### config.mk
export PLATFORM = sky130hd
export DESIGN_NAME = dhm_fifo
export DESIGN_NICKNAME = d
export VERILOG_FILES = /design/src/sv/dhm_pkg.sv /design/src/sv/dhm_fifo.sv
export SDC_FILE = /design/constraint.sdc
export NUM_CORES = 1
export LEC_CHECK = 0
export ABC_CLOCK_PERIOD_IN_PS = 1930
export BUFFER_PORTS_ARGS = -buffer_cell sky130_fd_sc_hd__clkbuf_2
export CELL_PAD_IN_SITES_DETAIL_PLACEMENT = 1
export CELL_PAD_IN_SITES_GLOBAL_PLACEMENT = 1
export CORE_AREA = 2 2 48 50
export DETAILED_ROUTE_END_ITERATION = 8
export DIE_AREA = 0 0 50 52
export GPL_TIMING_DRIVEN = 0
export PLACE_DENSITY = 0.81
export SYNTH_ARGS = -nofsm -noshare
export SYNTH_HDL_FRONTEND = slang
export SYNTH_SLANG_ARGS = --single-unit
### constraint.sdc
create_clock -name clk_i -period 1.93 [get_ports clk_i]
set_input_delay 0.386 -clock clk_i [delete_from_list [all_inputs] [get_ports clk_i]]
set_output_delay 0.386 -clock clk_i [all_outputs]
set_load 0.005 [all_outputs]
### src/sv/dhm_pkg.sv
// ----------------------------------------------------------------------------
// dhm_pkg: shared types and constants of the missing entry log
// Hash constants, status and mode codes, back end states, result layout.
// ----------------------------------------------------------------------------
package dhm_pkg;

  localparam int unsigned TABLE_SLOTS_DEF = 4096;
  localparam int unsigned QUEUE_DEPTH     = 2;

  localparam logic [11:0] CAP_RESET = 12'd2730;

  localparam logic [31:0] HOME_MUL_A   = 32'd1363546567;
  localparam logic [31:0] HOME_MUL_B   = 32'd985732289;
  localparam logic [31:0] STRIDE_MUL_A = 32'd2345123993;
  localparam logic [31:0] STRIDE_MUL_B = 32'd746344009;

  typedef enum logic [1:0] {
    MODE_INSERT = 2'd0,
    MODE_SWAP   = 2'd1,
    MODE_READ   = 2'd2
  } mode_e;

  typedef enum logic [2:0] {
    STAT_INSERTED  = 3'd0,
    STAT_DUPLICATE = 3'd1,
    STAT_IGNORED   = 3'd2,
    STAT_SWAPPED   = 3'd3,
    STAT_READ      = 3'd4
  } status_e;

  typedef enum logic [1:0] {
    BS_CLEAR,
    BS_IDLE,
    BS_PROBE,
    BS_RDOUT
  } back_state_e;

  typedef struct packed {
    logic [2:0]  status;
    logic        entry_valid;
    logic [63:0] chunk_id;
    logic [31:0] inode;
    logic [31:0] index;
    logic [7:0]  mtype;
    logic [12:0] prev_entries;
  } result_t;

endpackage

### src/sv/dhm_fifo.sv
// ----------------------------------------------------------------------------
// dhm_fifo: small register queue
// Holds a few transactions between two sides that stall on their own.
// ----------------------------------------------------------------------------
module dhm_fifo #(
  parameter int unsigned WIDTH = 8,
  parameter int unsigned DEPTH = dhm_pkg::QUEUE_DEPTH
) (
  input  logic             clk_i,
  input  logic             rst_ni,
  input  logic             push_i,
  input  logic [WIDTH-1:0] wdata_i,
  output logic             full_o,
  input  logic             pop_i,
  output logic [WIDTH-1:0] rdata_o,
  output logic             empty_o
);
  localparam int unsigned PTR_W = (DEPTH > 1) ? $clog2(DEPTH) : 1;
  localparam int unsigned CNT_W = $clog2(DEPTH + 1);

  logic [WIDTH-1:0] mem_q [DEPTH];
  logic [PTR_W-1:0] wr_ptr_q, rd_ptr_q;
  logic [CNT_W-1:0] cnt_q;
  logic             do_push, do_pop;

  assign full_o  = (cnt_q == CNT_W'(DEPTH));
  assign empty_o = (cnt_q == '0);
  assign do_push = push_i && !full_o;
  assign do_pop  = pop_i && !empty_o;
  assign rdata_o = mem_q[rd_ptr_q];

  // store pushed transaction
  always_ff @(posedge clk_i) begin
    if (do_push) begin
      mem_q[wr_ptr_q] <= wdata_i;
    end
  end

  // advance pointers and count
  always_ff @(posedge clk_i or negedge rst_ni) begin
    if (!rst_ni) begin
      wr_ptr_q <= '0;
      rd_ptr_q <= '0;
      cnt_q    <= '0;
    end else begin
      if (do_push) begin
        wr_ptr_q <= (wr_ptr_q == PTR_W'(DEPTH - 1)) ? '0 : wr_ptr_q + PTR_W'(1);
      end
      if (do_pop) begin
        rd_ptr_q <= (rd_ptr_q == PTR_W'(DEPTH - 1)) ? '0 : rd_ptr_q + PTR_W'(1);
      end
      if (do_push && !do_pop) begin
        cnt_q <= cnt_q + CNT_W'(1);
      end else if (do_pop && !do_push) begin
        cnt_q <= cnt_q - CNT_W'(1);
      end
    end
  end

endmodule

Word-level counts from Yosys, hierarchy flattened
Memory sizes are Yosys's and may differ from the RTL's.
Cells that the tools add are included.
Cells by class
  $add $sub $neg: 4
  eq/ne operators: 1
  muxes and demuxes: 6
  reduce and logical (&&, ||, !) cells: 10
Operators with widths (number)
  $logic_and 1x1->1: 4
  $logic_not 1->1: 4
  $mux 1: 4
  $mux 2: 2
  $add 1x1->1 const B: 2
  $add 2x1->2 const B: 1
  $eq 2x2->1 const B: 1
  $logic_not 2->1: 1
  $reduce_bool 2->1: 1
  $sub 2x1->2 const B: 1
Storage, ports and cells
  bits in registers: 4
  RAM bits: 16
  input bits: 12
  output and inout port bits: 10
  logic and storage cells: 25
  memories: 1
Memory list
  mem_q: words 2, width 8, read ports 1, clocked after Yosys merged registers in 0, write ports 1, RTL line dhm_fifo.sv:21  | logic [WIDTH-1:0] mem_q [DEPTH];

Logic depth before layout (Yosys ltp)
  depth after elaboration: 7
  depth in mapped cells: 7
  depth with buffers taken out: 7

Worst setup path before layout
No wires, ideal clock.
  kind: reg2reg
  start point: register cnt_q[0]
  end point: memory mem_q[0][0], enable pin
  library setup time: 370 ps
  data arrival time: 1022 ps
  required time: 1560 ps
  slack: 538 ps
  cell stages (with the launch flop): 4
  buffers on the path: 0
  period minus slack after synthesis: 1392 ps
  path through: dfrtp_1 -> nand2b_1 -> nand2_2 -> nor2_1
Between the ends
  longest elaborated chain between the ends: 5
Ends and longest elaborated chain
  from (decl): RTL line dhm_fifo.sv:23  | logic [CNT_W-1:0] cnt_q;
  from (signal assigned): RTL line dhm_fifo.sv:53  | cnt_q <= cnt_q + CNT_W'(1);
  from (signal assigned): RTL line dhm_fifo.sv:55  | cnt_q <= cnt_q - CNT_W'(1);
  $eq 2x2->1: RTL line dhm_fifo.sv:26  | assign full_o = (cnt_q == CNT_W'(DEPTH));
  $logic_not 1->1: RTL line dhm_fifo.sv:28  | assign do_push = push_i && !full_o;
  $logic_and 1x1->1: RTL line dhm_fifo.sv:28
  $mux 1: RTL line dhm_fifo.sv:34  | if (do_push) begin
  $mux 1 (not written as such): RTL line dhm_fifo.sv:35  | mem_q[wr_ptr_q] <= wdata_i;
  to (decl): RTL line dhm_fifo.sv:21
Every way passes these cells.

Worst setup path in the final report
  start point: register rd_ptr_q
  end point: output rdata_o[3]
Between the ends
  longest elaborated chain between the ends: 1
Ends and longest elaborated chain
  from (decl): RTL line dhm_fifo.sv:22  | logic [PTR_W-1:0] wr_ptr_q, rd_ptr_q;
  from (signal assigned): RTL line dhm_fifo.sv:50  | rd_ptr_q <= (rd_ptr_q == PTR_W'(DEPTH - 1)) ? '0 : rd_ptr_q + PTR_W'(1);
  $mem_v2 2x8
  to (decl): RTL line dhm_fifo.sv:15  | output logic [WIDTH-1:0] rdata_o,
Every way passes these cells.

==> results.cfg <==
[clock_tree]
htree_levels = 1
clkTransAtPathRegs_ns = 0.11
insertion_delay_ns = 0.29
numCtsBuffers = 3
cts-root-buf = clkbuf_4
cts_tree = done
cts_max_path_buffers = 2
cts_resized = 0
cts.sinks = 20
holdBufCountCts = 1
cts_setup_buffers = 0

[layout]
diodes = 0
final_common_cell = clkbuf_2
drive_above_1_share_pct = 42.9
fillCellCount = 230
stdcell_area_um2 = 985
areaGrowthSynthToFinish_pct = 25.9
finalNetCount = 84
final_cell_mix = 21 x clkbuf_2, 16 x edfxtp_1, 6 x mux2_1

[power]
p_per_area_mw_per_mm2 = 1480
leakagePower_nw = 0.414
peakVddDrop_mv = 1.00

[setup_path]
rr_endpoint = mem_q[0][0]
r2r-start = cnt_q[0]
r2r_cells = 3
startpoint_type = register
arrival_ns = 1.34
cp_slowest_cell = mux2_1
critPathCaptureType = output pin
slowest_delay_ns = 0.35
cp_max_fo = 9
path_cells = buf_2 -> mux2_1 -> clkbuf_2
ff2ff_setup_slack_ns = 0.31
worstPathRequired_ns = 1.54
critPathKind = register to output pin

[logic_synthesis]
ys_warn_count = 0
syn-cell-area_um2 = 782
ys_seq_area_share_pct = 74.2
avgSynthCellArea_um2 = 17.8
syn_inst = 44
syn-num-nets = 57
ys_types = 15
ys_seq_elements = 20

[drt]
ant_nets = 0
routed_wl_um = 1290
num_vias = 442
wl_per_cell_um = 13.2
drt_first_pass_iters = 4
avgViaCountPerCell = 4.51
drc_errors = 0
drt-initial-drc-count = 4

[grt]
grt-ovfl-total = 0
first_global_vias = 467
grt_start_max_net_pins = 13
grt_pass1_wl_um = 2010
grtUsageTotal_pct = 11.1
antenna_found_initial = 0

[timing]
setup_tns_ns = 0
timing.slew.headroom_pct = 54.7
fin_skew_ns = 0.000801
period_share_pct = 89.6
worstMarginPinSlew_ns = 0.676
final_max_slew_viol_count = 0
rsz0062_at_grt = no
max_freq_mhz = 578
worst_slack_ns = 0.200
final-setup-viol-count = 0
hold_violations = 0
fin_crit_ns = 1.73

[placed_design]
place_congestion = 0.646
hpwl_um = 947
io_buffers = 21
postPlaceCellArea_um2 = 922
pre_cts_ws_ns = 0.292

[floorplanning]
coreArea_mm2 = 0.00211
ios = 22
die-area_mm2 = 0.00260
rows = 17
dieHeight_um = 52
die_w_um = 50
initial_utilization_pct = 37.1

[outcome]
status = complete, no violations

[worst_hold_path]
hp-class = input port to register
min_from = wdata_i[7]
whs_path_depth = 1
min_to = mem_q[1][7]

[job]
max_cap_violations = 0
final cells by class:
cell class | count | area (um^2) | share of cell area (%)
clock inverter | 1 | 30.0 | 3.05
multi-input combinational | 21 | 189 | 19.2
sequential | 20 | 581 | 59.0
clock buffer | 3 | 22.5 | 2.29
buffer | 1 | 5.00 | 0.508
inverter | 2 | 7.51 | 0.762
tap | 28 | 35.0 | 3.56
timing repair buffer | 22 | 115 | 11.7
report_power, final:
group | total (W) | internal (W) | leakage (nW) | switching, W
clock network | 0.000332 | 0.000210 | 0.0279 | 0.000123
logic | 0.000457 | 0.000228 | 0.190 | 0.000228
registers | 0.000665 | 0.000604 | 0.195 | 0.0000608
critical path: cells and delay by family, from the launching register on:
family   cells  cell delay, ns
buf+inv      2            0.36
flops        1            0.34
mux          1            0.35
worst max-delay path by stage:
stage	slack [ns]	cells after the start	from	end
floorplan	0.54	3	cnt_q[0]	mem_q[0][0]
detailed placement	0.29	3	cnt_q[0]	mem_q[0][0]
CTS	0.17	3	rd_ptr_q	rdata_o[3]
global placement	0.33	3	cnt_q[0]	mem_q[0][0]
finish	0.20	3	rd_ptr_q	rdata_o[3]
global route	0.1	3	rd_ptr_q	rdata_o[3]
cell families (layout without fill, tap and decap cells):
logic type	Yosys count	after routing	share of synthesized area, %
buffers and inverters	3	29	1.60
AO/OA/AOI/OAI	1	1	0.639
multiplexers	8	8	11.5
XOR/XNOR	5	5	6.56
adder cells (fa/ha/maj)	1	1	1.60
flip-flops	20	20	74.2
AND/OR/NAND/NOR	6	6	3.84
metal layers:
| layer | track usage, % | part of all wire, % | wire length [um] |
|---|---|---|---|
| met1 | 11.8 | 41 | 524 |
| met2 | 20.0 | 53 | 687 |
| met3 | 3.16 | 5.0 | 64 |
| met4 | 5.56 | 0.93 | 12 |
| met5 | 0 | 0 | 0 |
metrics by stage:
step                power [W]  instances  hold WS (ns)  utilization [%]
global placement      0.00111         93         0.199             43.8
finish                0.00145         98         0.278             46.8
detailed placement    0.00113         93         0.201             43.8
CTS                   0.00148         98         0.267             46.8
global route          0.00154         98         0.260             46.8
floorplan            0.000959         44        0.0904                -
registers in the layout, indices dropped and copies added (netlist names):
register  flops
wr_ptr_q      1
rd_ptr_q      1
mem_q        16
cnt_q         2
cells in the mapped netlist:
cell type  number  area share, %
nor2_1          3            1.4
inv_1           2           0.96
and3_1          1           0.80
o21ai_1         1           0.64
nand2b_1        1           0.80
xor2_1          2            2.2
buf_2           1           0.64
xnor2_2         1            2.1
nand2_2         1           0.80
mux2_2          2            2.9
edfxtp_1       16             61
xnor2_1         2            2.2
mux2_1          6            8.6
dfrtp_1         4             13
ha_1            1            1.6
No activity file was read; power rests on OpenSTA's default activity.
