## src/sv/dhm_pkg.sv

```systemverilog
// ----------------------------------------------------------------------------
// dhm_pkg: shared types and constants of the missing entry log
// Hash constants, status and mode codes, back end states, result layout.
// ----------------------------------------------------------------------------
package dhm_pkg;

  localparam int unsigned TABLE_SLOTS_DEF = 4096;
  localparam int unsigned QUEUE_DEPTH     = 2;

  localparam logic [11:0] CAP_RESET = 12'd2730;

  localparam logic [31:0] HOME_MUL_A   = 32'd1363546567;
  localparam logic [31:0] HOME_MUL_B   = 32'd985732289;
  localparam logic [31:0] STRIDE_MUL_A = 32'd2345123993;
  localparam logic [31:0] STRIDE_MUL_B = 32'd746344009;

  typedef enum logic [1:0] {
    MODE_INSERT = 2'd0,
    MODE_SWAP   = 2'd1,
    MODE_READ   = 2'd2
  } mode_e;

  typedef enum logic [2:0] {
    STAT_INSERTED  = 3'd0,
    STAT_DUPLICATE = 3'd1,
    STAT_IGNORED   = 3'd2,
    STAT_SWAPPED   = 3'd3,
    STAT_READ      = 3'd4
  } status_e;

  typedef enum logic [1:0] {
    BS_CLEAR,
    BS_IDLE,
    BS_PROBE,
    BS_RDOUT
  } back_state_e;

  typedef struct packed {
    logic [2:0]  status;
    logic        entry_valid;
    logic [63:0] chunk_id;
    logic [31:0] inode;
    logic [31:0] index;
    logic [7:0]  mtype;
    logic [12:0] prev_entries;
  } result_t;

endpackage

```

## src/sv/dhm_front.sv

```systemverilog
// ----------------------------------------------------------------------------
// dhm_front: input stage and hash pipeline
// Accepts transactions and computes home slot and odd stride over two stages.
// ----------------------------------------------------------------------------
module dhm_front #(
  parameter int unsigned ADDR_W = 12
) (
  input  logic              clk_i,
  input  logic              rst_ni,
  input  logic              push,
  output logic              full,
  input  logic [1:0]        mode_i,
  input  logic [63:0]       chunk_id_i,
  input  logic [31:0]       inode_number_i,
  input  logic [31:0]       chunk_index_i,
  input  logic [7:0]        missing_type_i,
  input  logic [11:0]       slot_i,
  output logic              out_valid_o,
  input  logic              out_ready_i,
  output logic [1:0]        mode_o,
  output logic [63:0]       chunk_id_o,
  output logic [31:0]       inode_o,
  output logic [31:0]       index_o,
  output logic [7:0]        mtype_o,
  output logic [11:0]       slot_o,
  output logic [ADDR_W-1:0] home_o,
  output logic [ADDR_W-1:0] stride_o
);
  logic        s1_v_q, s2_v_q, s1_ready, s2_ready;
  logic [1:0]  s1_mode_q, s2_mode_q;
  logic [63:0] s1_chunk_q, s2_chunk_q;
  logic [31:0] s1_inode_q, s2_inode_q, s1_idx_q, s2_idx_q;
  logic [7:0]  s1_type_q, s2_type_q;
  logic [11:0] s1_slot_q, s2_slot_q;
  logic [31:0] s1_p_q, s1_q_q, s2_p_q, s2_q_q;

  assign s2_ready = !s2_v_q || out_ready_i;
  assign s1_ready = !s1_v_q || s2_ready;
  assign full     = !s1_ready;

  // hold valid flags
  always_ff @(posedge clk_i or negedge rst_ni) begin
    if (!rst_ni) begin
      s1_v_q <= 1'b0;
      s2_v_q <= 1'b0;
    end else begin
      if (s1_ready) begin
        s1_v_q <= push;
      end
      if (s2_ready) begin
        s2_v_q <= s1_v_q;
      end
    end
  end

  // first multiply stage
  always_ff @(posedge clk_i) begin
    if (s1_ready && push) begin
      s1_mode_q  <= mode_i;
      s1_chunk_q <= chunk_id_i;
      s1_inode_q <= inode_number_i;
      s1_idx_q   <= chunk_index_i;
      s1_type_q  <= missing_type_i;
      s1_slot_q  <= slot_i;
      s1_p_q     <= inode_number_i * dhm_pkg::HOME_MUL_A;
      s1_q_q     <= inode_number_i * dhm_pkg::STRIDE_MUL_A;
    end
  end

  // second multiply stage
  always_ff @(posedge clk_i) begin
    if (s2_ready && s1_v_q) begin
      s2_mode_q  <= s1_mode_q;
      s2_chunk_q <= s1_chunk_q;
      s2_inode_q <= s1_inode_q;
      s2_idx_q   <= s1_idx_q;
      s2_type_q  <= s1_type_q;
      s2_slot_q  <= s1_slot_q;
      s2_p_q     <= (s1_p_q ^ s1_idx_q) * dhm_pkg::HOME_MUL_B;
      s2_q_q     <= (s1_q_q + s1_idx_q) * dhm_pkg::STRIDE_MUL_B;
    end
  end

  // fold in chunk id, reduce to slot count, force odd stride
  assign out_valid_o = s2_v_q;
  assign mode_o      = s2_mode_q;
  assign chunk_id_o  = s2_chunk_q;
  assign inode_o     = s2_inode_q;
  assign index_o     = s2_idx_q;
  assign mtype_o     = s2_type_q;
  assign slot_o      = s2_slot_q;
  assign home_o      = ADDR_W'(s2_p_q ^ s2_chunk_q[31:0]);
  assign stride_o    = ADDR_W'(s2_q_q + s2_chunk_q[31:0]) | ADDR_W'(1);

endmodule

```

## config.mk

```make
export PLATFORM = sky130hd
export DESIGN_NAME = dhm_front
export DESIGN_NICKNAME = d
export VERILOG_FILES = /design/src/sv/dhm_pkg.sv /design/src/sv/dhm_front.sv
export SDC_FILE = /design/constraint.sdc
export NUM_CORES = 1
export LEC_CHECK = 0
export BUFFER_PORTS_ARGS = -buffer_cell sky130_fd_sc_hd__buf_4
export CAP_MARGIN = 20
export CORE_MARGIN = 1.5
export CORE_UTILIZATION = 54
export DETAILED_ROUTE_END_ITERATION = 16
export GPL_ROUTABILITY_DRIVEN = 0
export PLACE_DENSITY = 0.8
export SETUP_SLACK_MARGIN = 0.3
export SLEW_MARGIN = 20
export SYNTH_ARGS = -nofsm -noshare
export SYNTH_HDL_FRONTEND = slang
export SYNTH_SLANG_ARGS = --single-unit
```

## constraint.sdc

```tcl
create_clock -name clk_i -period 6.35 [get_ports clk_i]
set_clock_uncertainty 0.05 [all_clocks]
set_input_delay 0.635 -clock clk_i [delete_from_list [all_inputs] [get_ports clk_i]]
set_output_delay 0.635 -clock clk_i [all_outputs]
set_load 0.02 [all_outputs]
```

=== Word level (Yosys, flattened, before mapping) ===
Index checks and enable logic that the tools add are counted.

* Register bits after elaboration: 390
* Output and inout bits: 176

* $add $sub $neg: 2
* Multipliers: 4
* Bitwise logic cells: 2
* Reductions and logical operators: 7

{| class="wikitable"
|+ Operator list
! operator !! count
|-
| $mul 32x30->12 const B || 2
|-
| $add 32x32->32 || 1
|-
| $mul 32x31->32 const B || 1
|-
| $mul 32x32->32 const B || 1
|-
| $xor 32x32->32 || 1
|-
| $add 12x12->12 || 1
|-
| $xor 12x12->12 || 1
|-
| $logic_not 1->1 || 3
|-
| $logic_and 1x1->1 || 2
|-
| $logic_or 1x1->1 || 2
|}

=== Longest topological paths before layout ===
* Depth after elaboration: 4
* Mapped depth: 19
* Mapped depth without buffers: 19

=== Worst setup path after synthesis ===
No wires, ideal clock.

* Kind: input port to flip-flop
* Start: input out_ready_i
* End: register s2_chunk_q[0], in the netlist chunk_id_o[0] (enable)
* Data arrival time: 4690 ps
* Required time: 5746 ps
* Setup slack: 1057 ps
* Stages on the path: 2
* Path buffers: 0
* Path through: nand2b_1 -> and2_1

* Longest elaborated chain between the ends: 2

{| class="wikitable"
|+ Ends and longest elaborated chain
! item !! RTL line !! text
|-
| start: declaration || dhm_front.sv:19 || <nowiki>input logic out_ready_i,</nowiki>
|-
| $logic_or 1x1->1 || dhm_front.sv:37 || <nowiki>assign s2_ready = !s2_v_q || out_ready_i;</nowiki>
|-
| $logic_and 1x1->1 || dhm_front.sv:72 || <nowiki>if (s2_ready && s1_v_q) begin</nowiki>
|-
| end signal: assignment || dhm_front.sv:74 || <nowiki>s2_chunk_q <= s1_chunk_q;</nowiki>
|-
| end: declaration || dhm_front.sv:31 || <nowiki>logic [63:0] s1_chunk_q, s2_chunk_q;</nowiki>
|}

Every way passes these cells.
A chain may end at the register's enable or synchronous reset.

=== Worst setup path in the final report ===
* Start: register s1_idx_q[3]
* End: register s2_q_q[11], data pin

* Longest elaborated chain between the ends: 2

{| class="wikitable"
|+ Ends and longest elaborated chain
! item !! RTL line !! text
|-
| start: declaration || dhm_front.sv:32 || <nowiki>logic [31:0] s1_inode_q, s2_inode_q, s1_idx_q, s2_idx_q;</nowiki>
|-
| start signal: assignment || dhm_front.sv:62 || <nowiki>s1_idx_q <= chunk_index_i;</nowiki>
|-
| $add 32x32->32 || dhm_front.sv:80 || <nowiki>s2_q_q <= (s1_q_q + s1_idx_q) * dhm_pkg::STRIDE_MUL_B;</nowiki>
|-
| $mul 32x30->12 || dhm_front.sv:80 ||
|-
| end signal: assignment || dhm_front.sv:80 ||
|-
| end: declaration || dhm_front.sv:35 || <nowiki>logic [31:0] s1_p_q, s1_q_q, s2_p_q, s2_q_q;</nowiki>
|}

Every way passes these cells.

==> run metrics <==
# setup viols final 0; dpl cell area 17400 um^2; GR Overflow Total 0; Slew @ Worst Pin 0.947 ns; register bit total from synthesis 345; pwr dens 424 nW/um^2; Worst Hold Endpoint s1_chunk_q[53]; Sw Share 30.9%; Total GRT Usage 22.0%; PortBufs 328; Die W 167 um; reg2reg setup slack 1.67 ns; drt initial violations 518; Critical Path RT 6.56 ns; drt wl/cell 19.9 um; Seq pwr share 38.5%; Starting Density 55.4%; Post-Syn Instances 811; Yosys warning count 0; CTS buffer count 35; Reg clk slew, reported paths 0.06 ns; Crit Path Category flip-flop to flip-flop; vias in the first global route 8000; commonest cells after routing, fill and taps aside edfxtp_1 (343), buf_4 (331), ha_1 (131), inv_1 (94), xnor2_1 (57); largest net degree at the start of global routing 104; CP endpoint kind flip-flop; fmax 214 MHz; post-synthesis area per instance 17.9 um^2; Slew HR 36.9%; final hold vios 0; TritonCTS clock tree done; crit path DAT 4.88 ns; Mapped Area 14500 um^2; Final Total Pwr 7.86 mW; HP Start chunk_id_i[53]; HP Class primary input to flip-flop; WL final 30.7 mm; Distinct cells, synth 34; area occupied by multi-input gates 3810 um^2; Seq. cell area 10300 um^2; Core Area 26200 um^2; Clock Power Share 24.6%; RSZ-0062 raised after global routing false; TritonCTS sink count 345; clock root cell clkbuf_16; crit-path max FO 5; post-route setup TNS 0 ns; htree depth 2; Rows 59; layout cells sized above 1 32.3%; FF-to-FF path depth 14; static leakage 7.84 nW; pins over their slew limit 0; I/O pin total 330; initial antenna violation count 0; RR Startpoint s1_idx_q[3]; Hold Path Depth 1; Post-DP HPWL 23.2 mm; peak supply drop 0.303 mV; total number of vias 7768; Final period util 73.7%; Setup crit start kind flip-flop; post-synthesis sequential area ratio 71.3%; Reg2Reg Capture Point s2_q_q[11]; remaining antenna violation count after routing 0; Internal Power 5.43 mW; status finished, final reports clean; first-pass GRT wire length 46.2 mm; total die area 27900 um^2; post-route cell area 18500 um^2; diode count 0; post_cts resized 0; crit path from s1_idx_q[3]; min Tclk post-route 4.68 ns; Max-Cap Viols 0; later-pin clock latency in the skew report 0.52 ns; DIE HEIGHT 167 um; Remaining DRCs 0; Max clock buf depth 3; First-pass DRT Iterations 4; layout net count 1497; most common cell after layout, fill and taps aside edfxtp_1; Sw Pwr 2.43 mW; fillers 1645; syn_nets 1128; Logic pwr share 36.9%; mean number of vias per cell 5.04; Synth-to-Final Area Change 27.8%
-- stage by stage --
stage / utilization (%) / hold WS [ns] / worst slack (ns) / std cells
2_1_floorplan: - / 0.289 / 1.06 / 811
3_3_place_gp: 66.5 / 0.350 / 1.67 / 1477
3_5_place_dp: 66.5 / 0.355 / 1.62 / 1477
4_1_cts: 70.8 / 0.224 / 1.68 / 1541
5_1_grt: 70.8 / 0.222 / 1.46 / 1541
6_report: 70.8 / 0.242 / 1.67 / 1541
-- state kept, by name, summed over array words and instances, names as in the netlist, 2 cells and up --
signal / count
s1_slot_q: 12
mtype_o: 8
s2_p_q: 12
inode_o: 32
s1_type_q: 8
s1_mode_q: 2
s1_chunk_q: 64
slot_o: 12
chunk_id_o: 64
mode_o: 2
s1_inode_q: 32
s1_q_q: 9
s1_p_q: 11
index_o: 32
s2_q_q: 11
s1_idx_q: 32
-- cell type report --
class / instances / share of cell area, %
clock buffer: 42 / 4.86
clock inverter: 21 / 1.07
inverter: 94 / 1.90
multi-input combinational: 371 / 20.5
sequential: 345 / 55.8
tap: 335 / 2.26
timing repair buffer: 333 / 13.6
-- cell usage after synthesis --
library cell / n / area share (%)
edfxtp_1: 343 / 71
ha_1: 131 / 11
inv_1: 94 / 2.4
xnor2_1: 57 / 3.4
xor2_1: 35 / 2.1
fa_1: 32 / 4.4
a21oi_1: 27 / 0.93
nor2_1: 15 / 0.39
a21o_1: 14 / 0.72
o21ai_0: 13 / 0.45
nand2_1: 7 / 0.18
o21bai_1: 7 / 0.36
nand2b_1: 6 / 0.26
a211oi_1: 3 / 0.16
nand3b_1: 3 / 0.16
and2_1: 2 / 0.086
and3_1: 2 / 0.086
dfrtp_1: 2 / 0.34
nor2b_1: 2 / 0.086
xnor3_1: 2 / 0.31
a21boi_0: 1 / 0.052
a21o_2: 1 / 0.060
a22oi_2: 1 / 0.086
a311oi_1: 1 / 0.060
a31oi_1: 1 / 0.043
and2b_2: 1 / 0.060
buf_4: 1 / 0.052
conb_1: 1 / 0.026
mux2i_1: 1 / 0.069
nor3_1: 1 / 0.034
o211ai_1: 1 / 0.052
o311a_1: 1 / 0.069
or4_1: 1 / 0.052
xnor2_2: 1 / 0.11
-- repair_timing --
action                                 4_1_cts  5_1_grt
hold buffers                                 1        0
setup buffers                                0        0
endpoints found under the hold margin        2        0
-- cell families after synthesis --
logic type	share of synthesized area, %
adder cells (fa/ha/maj)	15.7
flip-flops	71.3
XOR/XNOR	5.97
multiplexers	0.0690
AND/OR/NAND/NOR	1.39
other	0.0258
buffers and inverters	2.48
AO/OA/AOI/OAI	3.04
-- critical path: stages (launching register included) --
cell and delay [ns]:
edfxtp_1 0.51, ha_1 0.41, and3_1 0.19, a22oi_2 0.09, o21ai_0 0.37, xor2_1 0.34
fa_1 0.52, fa_1 0.50, ha_1 0.23, xnor2_1 0.22, xnor2_1 0.17, xnor2_1 0.16
xnor2_1 0.17, xnor3_1 0.35, xnor2_1 0.13
-- layer usage --
layer,GRT usage (%),share of wire (%),vias to the layer above
li1,-,-,3693
met4,7.31,3.0,0
met5,0,0,-
met2,40.0,53,267
met3,5.61,7.2,56
met1,25.3,37,3752
-- worst max-delay path by stage --
stage,end,slack (ns),cells past startpoint
after floorplan,chunk_id_o[0],1.06,2
after global routing,s2_q_q[11],1.46,17
after detailed placement,s1_p_q[10],1.62,14
after CTS,s2_q_q[11],1.68,17
after global placement,s1_p_q[10],1.67,14
final,s2_q_q[11],1.67,14
-- power groups by stage --
stage               Combinational (mW)  Sequential (mW)  Clock, mW
floorplan                         2.01             3.15          0
finish                            2.90             3.02       1.94
detailed placement                2.89             3.07          0
CTS                               2.93             3.03       1.97
global placement                  2.82             3.06          0
global route                      3.21             3.04       2.06
Power figures use the tool's default switching activity.
